`config.mk`:
```
export PLATFORM = sky130hd
export DESIGN_NAME = irc_line_tokenizer_core
export DESIGN_NICKNAME = d
export VERILOG_FILES = /design/src/rtl/irc_tok_pkg.sv /design/src/rtl/irc_tok_queue.sv /design/src/rtl/irc_tok_front.sv /design/src/rtl/irc_tok_back.sv /design/src/rtl/irc_line_tokenizer_core.sv
export SDC_FILE = /design/constraint.sdc
export NUM_CORES = 1
export LEC_CHECK = 0
export ABC_CLOCK_PERIOD_IN_PS = 3800
export BUFFER_PORTS_ARGS = -buffer_cell sky130_fd_sc_hd__buf_4
export CORE_ASPECT_RATIO = 1.5
export CORE_MARGIN = 5
export CORE_UTILIZATION = 45
export DETAILED_ROUTE_END_ITERATION = 16
export GPL_ROUTABILITY_DRIVEN = 0
export PLACE_DENSITY_LB_ADDON = 0.08
export SYNTH_ARGS = -nofsm -noshare
export SYNTH_HDL_FRONTEND = slang
export SYNTH_SLANG_ARGS = --single-unit
```
`constraint.sdc`:
```
create_clock -name clk_i -period 3.8 [get_ports clk_i]
set_input_delay 0.19 -clock clk_i [delete_from_list [all_inputs] [get_ports clk_i]]
set_output_delay 0.19 -clock clk_i [all_outputs]
set_load 0.02 [all_outputs]
```
`src/rtl/irc_tok_pkg.sv`:
```
package irc_tok_pkg;

  // Characters that steer the tokenizer
  localparam logic [7:0] ChColon = 8'h3A;
  localparam logic [7:0] ChBang  = 8'h21;
  localparam logic [7:0] ChAt    = 8'h40;
  localparam logic [7:0] ChCr    = 8'h0D;
  localparam logic [7:0] ChLf    = 8'h0A;
  localparam logic [7:0] ChSpace = 8'h20;

  // Component limit
  localparam int unsigned MaxParts = 15;
  localparam logic [3:0]  LimCap   = (MaxParts > 15) ? 4'd15 : 4'(MaxParts);
  localparam logic [3:0]  LimReset = 4'd15;

  // Result roles
  localparam logic [1:0] RoleDrop   = 2'd0;
  localparam logic [1:0] RolePrefix = 2'd1;
  localparam logic [1:0] RoleMiddle = 2'd2;
  localparam logic [1:0] RoleTrail  = 2'd3;

  // Prefix parts
  localparam logic [1:0] PartHead = 2'd0;
  localparam logic [1:0] PartUser = 2'd1;
  localparam logic [1:0] PartHost = 2'd2;

  // Queue between front and back
  localparam int unsigned QDepth = 4;
  localparam int unsigned QAw    = 2;

  // One byte to classify, with what the front knows of its successor
  typedef struct packed {
    logic [7:0] data;
    logic       has_la;
    logic       la_space;
    logic       la_colon;
    logic       is_final;
    logic       term;
  } req_t;

  // Up to two requests written by the front in one cycle
  typedef struct packed {
    logic wr0;
    logic wr1;
    req_t req0;
    req_t req1;
  } push_t;

  // One classified byte
  typedef struct packed {
    logic [7:0] byte_value;
    logic [1:0] role;
    logic [3:0] component_index;
    logic [1:0] prefix_part;
    logic       ends_component;
    logic       last_result;
    logic [3:0] component_count;
    logic       has_user;
  } res_t;

endpackage

```
`src/rtl/irc_tok_queue.sv`:
```
module irc_tok_queue (
  input  logic                clk_i,
  input  logic                rst_ni,
  input  irc_tok_pkg::push_t  push_i,
  output logic                room_two_o,
  output logic                rd_valid_o,
  output irc_tok_pkg::req_t   rd_req_o,
  input  logic                rd_pop_i
);
  import irc_tok_pkg::*;

  req_t             mem_q [QDepth];
  logic [QAw-1:0]   wr_ptr_q, wr_ptr_d;
  logic [QAw-1:0]   rd_ptr_q, rd_ptr_d;
  logic [QAw:0]     cnt_q, cnt_d;
  logic [QAw-1:0]   wr_ptr_nx;
  logic [QAw:0]     n_wr;

  assign wr_ptr_nx  = wr_ptr_q + QAw'(1);
  assign n_wr       = (QAw+1)'(push_i.wr0) + (QAw+1)'(push_i.wr1);
  assign room_two_o = cnt_q <= (QAw+1)'(QDepth - 2);
  assign rd_valid_o = cnt_q != '0;
  assign rd_req_o   = mem_q[rd_ptr_q];

  // Advance pointers and fill count
  always_comb begin
    wr_ptr_d = wr_ptr_q + n_wr[QAw-1:0];
    rd_ptr_d = rd_ptr_q + QAw'(rd_pop_i);
    cnt_d    = cnt_q + n_wr - (QAw+1)'(rd_pop_i);
  end

  always_ff @(posedge clk_i or negedge rst_ni) begin
    if (!rst_ni) begin
      wr_ptr_q <= '0;
      rd_ptr_q <= '0;
      cnt_q    <= '0;
    end else begin
      wr_ptr_q <= wr_ptr_d;
      rd_ptr_q <= rd_ptr_d;
      cnt_q    <= cnt_d;
    end
  end

  // Store requests; the second one lands after the first
  always_ff @(posedge clk_i) begin
    if (push_i.wr0) begin
      mem_q[wr_ptr_q] <= push_i.req0;
    end
    if (push_i.wr1) begin
      mem_q[wr_ptr_nx] <= push_i.req1;
    end
  end

endmodule

```
`src/rtl/irc_tok_front.sv`:
```
module irc_tok_front (
  input  logic                clk_i,
  input  logic                rst_ni,
  input  logic                in_fire_i,
  input  logic [7:0]          data_byte_i,
  input  logic                line_end_i,
  output irc_tok_pkg::push_t  push_o
);
  import irc_tok_pkg::*;

  logic       held_valid_q, held_valid_d;
  logic [7:0] held_byte_q, held_byte_d;
  req_t       held_req;
  req_t       final_req;

  // Held byte, classified now that its successor is known
  always_comb begin
    held_req.data     = held_byte_q;
    held_req.has_la   = 1'b1;
    held_req.la_space = data_byte_i == ChSpace;
    held_req.la_colon = data_byte_i == ChColon;
    held_req.is_final = 1'b0;
    held_req.term     = (held_byte_q == ChCr) && line_end_i && (data_byte_i == ChLf);
  end

  // Final byte of the line, no successor
  always_comb begin
    final_req.data     = data_byte_i;
    final_req.has_la   = 1'b0;
    final_req.la_space = 1'b0;
    final_req.la_colon = 1'b0;
    final_req.is_final = 1'b1;
    final_req.term     = 1'b0;
  end

  // Issue held byte first, then the final byte
  always_comb begin
    push_o.wr0  = in_fire_i && (held_valid_q || line_end_i);
    push_o.wr1  = in_fire_i && held_valid_q && line_end_i;
    push_o.req0 = held_valid_q ? held_req : final_req;
    push_o.req1 = final_req;
  end

  // Hold the byte for one item unless the line ends
  always_comb begin
    held_valid_d = held_valid_q;
    held_byte_d  = held_byte_q;
    if (in_fire_i) begin
      held_valid_d = !line_end_i;
      held_byte_d  = data_byte_i;
    end
  end

  always_ff @(posedge clk_i or negedge rst_ni) begin
    if (!rst_ni) begin
      held_valid_q <= 1'b0;
    end else begin
      held_valid_q <= held_valid_d;
    end
  end

  always_ff @(posedge clk_i) begin
    held_byte_q <= held_byte_d;
  end

endmodule

```
`src/rtl/irc_tok_back.sv`:
```
module irc_tok_back (
  input  logic               clk_i,
  input  logic               rst_ni,
  input  logic [3:0]         part_limit_i,
  input  logic               rd_valid_i,
  input  irc_tok_pkg::req_t  rd_req_i,
  output logic               rd_pop_o,
  output logic               out_valid_o,
  input  logic               out_ready_i,
  output irc_tok_pkg::res_t  out_res_o
);
  import irc_tok_pkg::*;

  localparam logic [2:0] PhStart  = 3'd0;
  localparam logic [2:0] PhPrefix = 3'd1;
  localparam logic [2:0] PhGap    = 3'd2;
  localparam logic [2:0] PhMid    = 3'd3;
  localparam logic [2:0] PhColon  = 3'd4;
  localparam logic [2:0] PhTrail  = 3'd5;
  localparam logic [2:0] PhDone   = 3'd6;

  logic [2:0] phase_q, phase_d;
  logic [3:0] cnt_q, cnt_d;
  logic [1:0] mark_q, mark_d;
  logic       saw_q, saw_d;
  logic       out_valid_q, out_valid_d;
  res_t       res_q, res_d;
  logic [3:0] lim;

  function automatic logic is_open(input logic [2:0] ph);
    is_open = (ph == PhPrefix) || (ph == PhMid) || (ph == PhColon) || (ph == PhTrail);
  endfunction

  // Effective limit: zero acts as one, capped by the design maximum
  always_comb begin
    lim = (part_limit_i == 4'd0) ? 4'd1 : part_limit_i;
    if (lim > LimCap) begin
      lim = LimCap;
    end
  end

  // Take a request whenever the output register is free or drains
  assign rd_pop_o = rd_valid_i && (!out_valid_q || out_ready_i);

  // Classify one byte
  always_comb begin
    logic [2:0] ph;
    logic [3:0] cnt;
    logic [1:0] mark;
    logic       sat;
    logic [1:0] role;
    logic [3:0] idx;
    logic [1:0] part;
    logic       ends;
    logic [7:0] b;

    ph   = phase_q;
    cnt  = cnt_q;
    mark = mark_q;
    sat  = saw_q;
    role = RoleDrop;
    idx  = 4'd0;
    part = PartHead;
    ends = 1'b0;
    b    = rd_req_i.data;

    if (rd_req_i.term) begin
      // CR before the final LF: close what is open and drop it
      if (is_open(ph)) begin
        ends = 1'b1;
        idx  = cnt;
        cnt  = cnt + 4'd1;
      end
      ph = PhDone;
    end else if (ph == PhPrefix) begin
      if (b == ChSpace) begin
        ends = 1'b1;
        idx  = cnt;
        cnt  = cnt + 4'd1;
        ph   = (cnt >= lim) ? PhDone : PhGap;
      end else begin
        role = RolePrefix;
        idx  = cnt;
        part = mark;
        if (b == ChBang) begin
          if (mark == PartHead) begin
            mark = PartUser;
          end
        end else if (b == ChAt) begin
          mark = PartHost;
          sat  = 1'b1;
        end
      end
    end else if ((ph == PhStart) && (b == ChColon)) begin
      ph = PhPrefix;
    end else if ((ph == PhStart) || (ph == PhGap) || (ph == PhMid)) begin
      if ((b == ChSpace) && !(rd_req_i.has_la && rd_req_i.la_space)) begin
        ends = 1'b1;
        idx  = cnt;
        cnt  = cnt + 4'd1;
        ph   = (cnt >= lim) ? PhDone : PhGap;
        if ((ph != PhDone) && rd_req_i.has_la && rd_req_i.la_colon) begin
          ph = PhColon;
        end
      end else begin
        role = RoleMiddle;
        idx  = cnt;
        ph   = PhMid;
      end
    end else if (ph == PhColon) begin
      ph = PhTrail;
    end else if (ph == PhTrail) begin
      role = RoleTrail;
      idx  = cnt;
    end

    // Close whatever is still open at end of line
    if (rd_req_i.is_final && is_open(ph)) begin
      ends = 1'b1;
      idx  = cnt;
      cnt  = cnt + 4'd1;
      ph   = (cnt >= lim) ? PhDone : PhGap;
    end

    res_d.byte_value      = b;
    res_d.role            = role;
    res_d.component_index = idx;
    res_d.prefix_part     = part;
    res_d.ends_component  = ends;
    res_d.last_result     = rd_req_i.is_final;
    res_d.component_count = cnt;
    res_d.has_user        = sat;

    // Line state returns to start after the final byte
    if (rd_req_i.is_final) begin
      phase_d = PhStart;
      cnt_d   = 4'd0;
      mark_d  = PartHead;
      saw_d   = 1'b0;
    end else begin
      phase_d = ph;
      cnt_d   = cnt;
      mark_d  = mark;
      saw_d   = sat;
    end
  end

  // Output register valid
  always_comb begin
    out_valid_d = out_valid_q;
    if (rd_pop_o) begin
      out_valid_d = 1'b1;
    end else if (out_ready_i) begin
      out_valid_d = 1'b0;
    end
  end

  always_ff @(posedge clk_i or negedge rst_ni) begin
    if (!rst_ni) begin
      phase_q     <= PhStart;
      cnt_q       <= 4'd0;
      mark_q      <= PartHead;
      saw_q       <= 1'b0;
      out_valid_q <= 1'b0;
    end else begin
      out_valid_q <= out_valid_d;
      if (rd_pop_o) begin
        phase_q <= phase_d;
        cnt_q   <= cnt_d;
        mark_q  <= mark_d;
        saw_q   <= saw_d;
      end
    end
  end

  always_ff @(posedge clk_i) begin
    if (rd_pop_o) begin
      res_q <= res_d;
    end
  end

  assign out_valid_o = out_valid_q;
  assign out_res_o   = res_q;

endmodule

```
`src/rtl/irc_line_tokenizer_core.sv`:
```
// IRC line tokenizer.
// Input stream: one byte of a message line per request in s_axis_tdata_i,
// s_axis_tlast_i marks the final byte of the line.
// Output stream: one result per input byte, in order; the byte value, its
// role, component index, prefix part and running counts are packed in
// m_axis_tdata_o, and m_axis_tlast_o marks the final result of the line.
// A byte is reported only once the next byte is known: it is written to
// the queue when the byte that follows it is accepted, and its result then
// passes through the output register; a final byte releases the held byte
// and itself, two results from one request.
// Throughput: one byte per cycle sustained unless the output stalls,
// set by the single classify stage in the back end that emits one result
// per cycle; a four-entry queue sits between the byte front end and the
// classifier. Config: register part_limit at byte address 0 over the APB
// port. Reset clears the held byte, the queue and the line state; the limit
// returns to 15. When the receiver stalls, the output register holds,
// the queue fills, and s_axis_tready_o drops once fewer than two entries
// remain free.
module irc_line_tokenizer_core (
  input  logic        clk_i,
  input  logic        rst_ni,
  // Input stream
  input  logic        s_axis_tvalid_i,
  output logic        s_axis_tready_o,
  input  logic [7:0]  s_axis_tdata_i,   // [7:0] data_byte
  input  logic        s_axis_tlast_i,
  // Output stream
  output logic        m_axis_tvalid_o,
  input  logic        m_axis_tready_i,
  // [7:0] byte_value, [9:8] role, [13:10] component_index,
  // [15:14] prefix_part, [16] ends_component, [20:17] component_count,
  // [21] has_user, [23:22] zero
  output logic [23:0] m_axis_tdata_o,
  output logic        m_axis_tlast_o,
  // Configuration
  input  logic        psel,
  input  logic        penable,
  input  logic        pwrite,
  input  logic [2:0]  paddr,
  input  logic [31:0] pwdata,
  output logic [31:0] prdata,
  output logic        pready
);
  import irc_tok_pkg::*;

  logic       limit_wr;
  logic [3:0] part_limit_q;
  logic       in_fire;
  logic       room_two;
  push_t      push;
  logic       rd_valid;
  req_t       rd_req;
  logic       rd_pop;
  res_t       res;

  // Register file
  assign pready   = 1'b1;
  assign limit_wr = psel && penable && pwrite && (paddr[2] == 1'b0);
  assign prdata   = (paddr[2] == 1'b0) ? {28'd0, part_limit_q} : 32'd0;

  always_ff @(posedge clk_i or negedge rst_ni) begin
    if (!rst_ni) begin
      part_limit_q <= LimReset;
    end else if (limit_wr) begin
      part_limit_q <= pwdata[3:0];
    end
  end

  // Accept a byte when the queue can take two requests
  assign s_axis_tready_o = room_two;
  assign in_fire         = s_axis_tvalid_i && room_two;

  irc_tok_front u_front (
    .clk_i       (clk_i),
    .rst_ni      (rst_ni),
    .in_fire_i   (in_fire),
    .data_byte_i (s_axis_tdata_i),
    .line_end_i  (s_axis_tlast_i),
    .push_o      (push)
  );

  irc_tok_queue u_queue (
    .clk_i      (clk_i),
    .rst_ni     (rst_ni),
    .push_i     (push),
    .room_two_o (room_two),
    .rd_valid_o (rd_valid),
    .rd_req_o   (rd_req),
    .rd_pop_i   (rd_pop)
  );

  irc_tok_back u_back (
    .clk_i        (clk_i),
    .rst_ni       (rst_ni),
    .part_limit_i (part_limit_q),
    .rd_valid_i   (rd_valid),
    .rd_req_i     (rd_req),
    .rd_pop_o     (rd_pop),
    .out_valid_o  (m_axis_tvalid_o),
    .out_ready_i  (m_axis_tready_i),
    .out_res_o    (res)
  );

  // Pack the result
  assign m_axis_tdata_o = {2'b00, res.has_user, res.component_count,
                           res.ends_component, res.prefix_part,
                           res.component_index, res.role, res.byte_value};
  assign m_axis_tlast_o = res.last_result;

endmodule

```
Yosys cells after proc, flatten, opt, wreduce, memory -nomap -nowiden:

Memories as Yosys holds them, arrays and structs flattened.
Cells that the tools add are included.

* register bits after elaboration: 54
* bits in writable memories: 52
* output and inout bits: 60
* memories: 1

* $add $sub $neg: 8
* order comparisons: 4
* equal/unequal tests: 21
* muxes and demuxes: 66
* bitwise operators: 2
* reductions and logical operators: 38

Memories
* u_queue.mem_q: words 4, width 13, read ports 1, clocked after Yosys merged registers in 0, write ports 2, line irc_tok_queue.sv:12 `req_t mem_q [QDepth];`

Operator list (number)
* 4-bit 2-to-1 mux: 20
* 8-bit by 6-bit equality test with 1-bit output (second input constant): 5
* 3-bit 2-to-1 mux: 12
* 2-bit 2-to-1 mux: 13
* 1-bit 2-to-1 mux: 20
* 8-bit by 4-bit equality test with 1-bit output (second input constant): 2
* 1-bit logical AND: 16
* 13-bit 2-to-1 mux: 1
* 3-bit equality test (second input constant): 4
* 1-bit logical OR: 10
* 3-bit by 2-bit equality test with 1-bit output (second input constant): 3
* 4-bit by 1-bit adder with 4-bit output (second input constant): 2
* 8-bit by 7-bit equality test with 1-bit output (second input constant): 1
* 4-bit greater-or-equal comparator: 2
* 3-bit by 1-bit equality test with 1-bit output (second input constant): 2
* 6-bit AND reduction: 1
* 3-bit nonzero test: 2
* 4-bit > comparator (second input constant): 1
* 4-bit zero test: 1
* 2-bit by 1-bit != test with 1-bit output (second input constant): 2
* 2-bit nonzero test: 2
* 3-bit adder: 1
* 3-bit by 2-bit less-or-equal comparator with 1-bit output (second input constant): 1
* 1-bit zero test: 3
* 11 further kinds: 12

Logic depth before layout (Yosys ltp):

* depth after elaboration: 22
* depth in mapped cells: 12
* depth with buffers taken out: 11

By module:

From an unflattened synthesis, not the netlist that was laid out.

* cell total of the unflattened synthesis: 431
* area, all modules: 5825.6 µm²

Modules (own cells, without submodules)
* irc_tok_queue: instances 1, cells each 163, area an instance 2927.8 µm², seq. area each 1736.7 µm²
* irc_tok_back: instances 1, cells each 169, area an instance 1854.3 µm², seq. area each 965.9 µm²
* irc_tok_front: instances 1, cells each 52, area an instance 588.1 µm², seq. area each 265.3 µm²
* irc_line_tokenizer_core: instances 1, cells each 47, area an instance 455.4 µm², seq. area each 105.1 µm²

Least setup slack after synthesis:

OpenSTA, ideal clock, no wires.

* path kind: reg2reg
* start point: register u_queue.rd_ptr_q[1]
* end point: register u_back.res_q (netlist bit u_back.out_res_o[2]), data pin
* setup time: 262 ps
* arrival: 3034 ps
* slack: 504 ps
* cell stages (with the launch flop): 10
* path buffers: 2
* cells stage by stage: dfrtp_1 clkbuf_1 mux4_2 or4b_1 buf_2 nor2_1 a41oi_1 nand3b_1 a21oi_4 mux2_1

RTL lines
* start: declaration: line irc_tok_queue.sv:14 `logic [QAw-1:0] rd_ptr_q, rd_ptr_d;`
* start signal: assignment: line irc_tok_queue.sv:39 `rd_ptr_q <= rd_ptr_d;`
* end signal: assignment: line irc_tok_back.sv:178 `res_q <= res_d;`
* end: declaration: line irc_tok_back.sv:27 `res_t res_q, res_d;`

==> run_results.csv <==
group,metric,value,unit
finish,antenna_cells,0,
route,vias_per_cell,5.389,
global_route,grt-ovfl-total,0,
finish,num-fill-cells,1095,
floorplan,pin_count,111,
global_route,grt_use_met2,30.05,%
yosys,async_reset_ff_share,21.70,%
yosys,avgSynthCellArea,11.77,um^2
global_route,met1_usage,19.47,%
finish,multi_input_area,2327,um^2
yosys,synth_edf_count,63,
route,routed_wl,11.67,mm
finish,layout.cells.non_filler,681,
setup_path,crit_path_start_kind,"flip-flop",
floorplan,die_h,145.1,um
yosys,synth_ff_type,"edfxtp_1",
global_route,grt_max_degree,26,
sta,slew_viol_final,0,
clocking,cts_buffer_depth,2,
sta,finalCritPeriodShare,93.71,%
route,via_count,3670,
place,place_inst,664,
sta,finalClockSkew,5.675,ps
sta,min_period,3561,ps
power_and_ir_drop,p_leak,2.597,nW
clocking,worst_skew_pair.late_latency,350,ps
sta,relSlewSlack,32.01,%
sta,fin_tns_setup,0,ps
hold_path,hold_path.class,"input pin to flip-flop",
sta,setup_viol,0,
yosys,syn_area,5474,um^2
sta,finalHoldViolCount,0,
clocking,cts_setup_buffers,0,
place,pre_cts_ws,167.2,ps
global_route,grt_pass1_vias,3761,
floorplan,fp.dieW,100.1,um
global_route,track_usage,16.60,%
outcome,outcome,"completed",
yosys,yosysWarnings,0,
route,drc,0,
job,maxCapViolCount,0,
global_route,grtUsageMet3,2.354,%
setup_path,criticalPathCategory,"flip-flop to flip-flop",
clocking,cts_buffers,9,
clocking,cts_tree,"yes",
sta,rsz0062_at_grt,"false",
clocking,cts_root_buf,"clkbuf_16",
floorplan,start_util,45.79,%
place,port_buffers,49,
floorplan,coreArea,11960,um^2
route,post_drt_wl_per_cell,17.13,um
sta,worst_slack,239.1,ps
route,drtIter0Drc,114,
global_route,grt_busiest_layer,"met2",
clocking,clk_pin_slew,70,ps
yosys,syn_inst,465,
setup_path,end_kind,"flip-flop",
sta,fmax,280.8,MHz
finish,fin_util,52.37,%
finish,area_delta_synth_final,14.38,%
route,drt-pass1-iter-count,4,
yosys,synth_seq_cells,106,
finish,final_cell_area,6261,um^2
yosys,seq_area_frac_synth,52.48,%
power_and_ir_drop,vdd_drop_max,0.0002890,V
place,place_hpwl,9.021,mm
clocking,htreeDepth,3,
floorplan,die-area,14520,um^2
power_and_ir_drop,power_density,661.8,nW/um^2
finish,register_area,2873,um^2
place,dpl_cell_area,5918,um^2
yosys,yosysUniqueCellTypes,63,
setup_path,reg2reg_setup_slack,240,ps
floorplan,num_rows,49,
global_route,grt_pass1_wl,19.15,mm
finish,layout-drive-gt1-share,18.94,%
sta,worstMarginPinSlew,1011,ps
finish,nets,588,
clocking,clock-sinks,106,
global_route,antenna_found_initial,0,
setup_path,path_max_fanout,10,
setup_path,crit_arrival,3650,ps
setup_path,crit_required,3890,ps
route,antenna_violating_nets_post_route,0,
## timing repair
| item | 4_1_cts | 5_1_grt |
|---|---|---|
| gates resized for setup | 0 | 1 |
| hold buffers | 1 | 0 |
| hold endpoints to repair | 19 | 0 |
| setup endpoints to repair | 0 | 2 |
## state kept, by name (all words and copies together) (netlist names), 2 cells and up
signal and count:
part_limit_q 4, u_back.cnt_q 4, u_back.mark_q 2, u_back.out_res_o 23
u_back.phase_q 3, u_front.held_byte_q 8, u_queue.cnt_q 3, u_queue.mem_q 52
u_queue.rd_ptr_q 2, u_queue.wr_ptr_q 2
## Yosys cell counts, types with 7 or more instances
master	count	area, um^2
clkbuf_1	8	30.03
inv_1	19	71.32
a21oi_1	23	115.1
mux2i_1	11	110.1
ha_1	13	162.7
a22o_1	34	297.8
nand2_1	32	120.1
xnor2_1	9	78.83
dfrtp_1	19	475.5
edfxtp_1	63	1892
nand2b_1	7	43.79
buf_4	31	232.7
nor3_1	9	45.04
o21ai_0	14	70.07
dfxtp_1	20	400.4
nor2_1	41	153.9
## final timing paths
| check | end | startpoint | depth (start not counted) |
|---|---|---|---|
| hold reg to reg | u_queue.mem_q[0][2]$_SDFFE_PP0P_ | u_queue.mem_q[0][2]$_SDFFE_PP0P_ | 2 |
| hold / removal | u_front.held_byte_q[7]$_DFFE_PP_ | s_axis_tdata_i[7] | 1 |
| max in group asynchronous | part_limit_q[0]$_DFFE_PN1P_ | rst_ni | 2 |
| min in group asynchronous | u_queue.cnt_q[0]$_DFF_PN0_ | rst_ni | 2 |
| setup / recovery | u_back.out_res_o[2]$_DFFE_PP_ | u_queue.rd_ptr_q[0]$_DFF_PN0_ | 8 |
| setup reg to reg | u_back.out_res_o[2]$_DFFE_PP_ | u_queue.rd_ptr_q[0]$_DFF_PN0_ | 8 |
## cell usage in the layout (no fill, tap or decap), drive strengths merged, types with 2 or more instances in the layout
| cell | count |
|---|---|
| a21oi | 24 |
| ha | 13 |
| mux2i | 11 |
| bufinv | 2 |
| nand3b | 2 |
| nor4b | 3 |
| edfxtp | 63 |
| or3 | 4 |
| mux2 | 6 |
| nor4 | 5 |
| nand2 | 32 |
| a211oi | 3 |
| a2111oi | 2 |
| o21a | 6 |
| a311o | 2 |
| nand4b | 3 |
| nor2b | 6 |
| dfrtp | 19 |
| clkbuf | 9 |
| dfstp | 4 |
| o21ai | 19 |
| nand2b | 7 |
| xor2 | 3 |
| dfxtp | 20 |
| a31o | 2 |
| conb | 31 |
| and2 | 5 |
| nor3 | 9 |
| inv | 20 |
| a21o | 4 |
| and3 | 2 |
| clkinvlp | 4 |
| buf | 61 |
| mux4 | 12 |
| o41ai | 2 |
| a22o | 34 |
| nand3 | 6 |
| nor2 | 41 |
| xnor2 | 9 |
## kinds of logic (layout without fill, tap and decap cells)
logic type,after synthesis,count (layout),synth area share (%)
flops,106,106,52.48
simple gates,130,130,11.75
mux,29,29,8.594
fa+ha+maj,14,14,3.337
buf+inv,64,98,7.108
other cells,2,31,0.1372
xor+xnor,12,12,1.920
compound gates,108,108,14.67
## critical path: stages (launching register included)
cell,delay (ps)
dfrtp_1,530
buf_4,270
mux4_2,560
or4_4,630
nor2_1,240
a41oi_1,200
nand3b_1,320
a21oi_4,210
mux2_1,340
## cell type report
class                   count  area share, %
flip-flops and latches    106          45.88
multi-input cells         324          37.17
repair buffers             62          7.474
clock buffers               9          3.597
well taps                 153          3.058
clock inverters             7          1.619
inverters                  20          1.199
## power breakdown
part	leakage, nW	switching, mW	internal [mW]
sequential	1.06	0.186	1.54
clock	0.146	0.429	0.582
combinational	1.39	0.814	0.590
## through the flow
step | power [mW] | hold WS, ps
2_1_floorplan | 2.748 | -105.6
3_3_place_gp | 3.143 | 118.2
3_5_place_dp | 3.174 | 123.3
4_1_cts | 4.182 | 56.20
5_1_grt | 4.399 | 56.01
6_report | 4.143 | 63.38
## routing by layer
layer | wire, um | share of wire (%) | vias to the layer above
met4 | 259 | 2.2 | 0
met2 | 6404 | 55 | 74
li1 | - | - | 1799
met5 | 0 | 0 | -
met1 | 4662 | 40 | 1781
met3 | 339 | 2.9 | 16
Note: power is estimated with default switching activity, not from simulation.
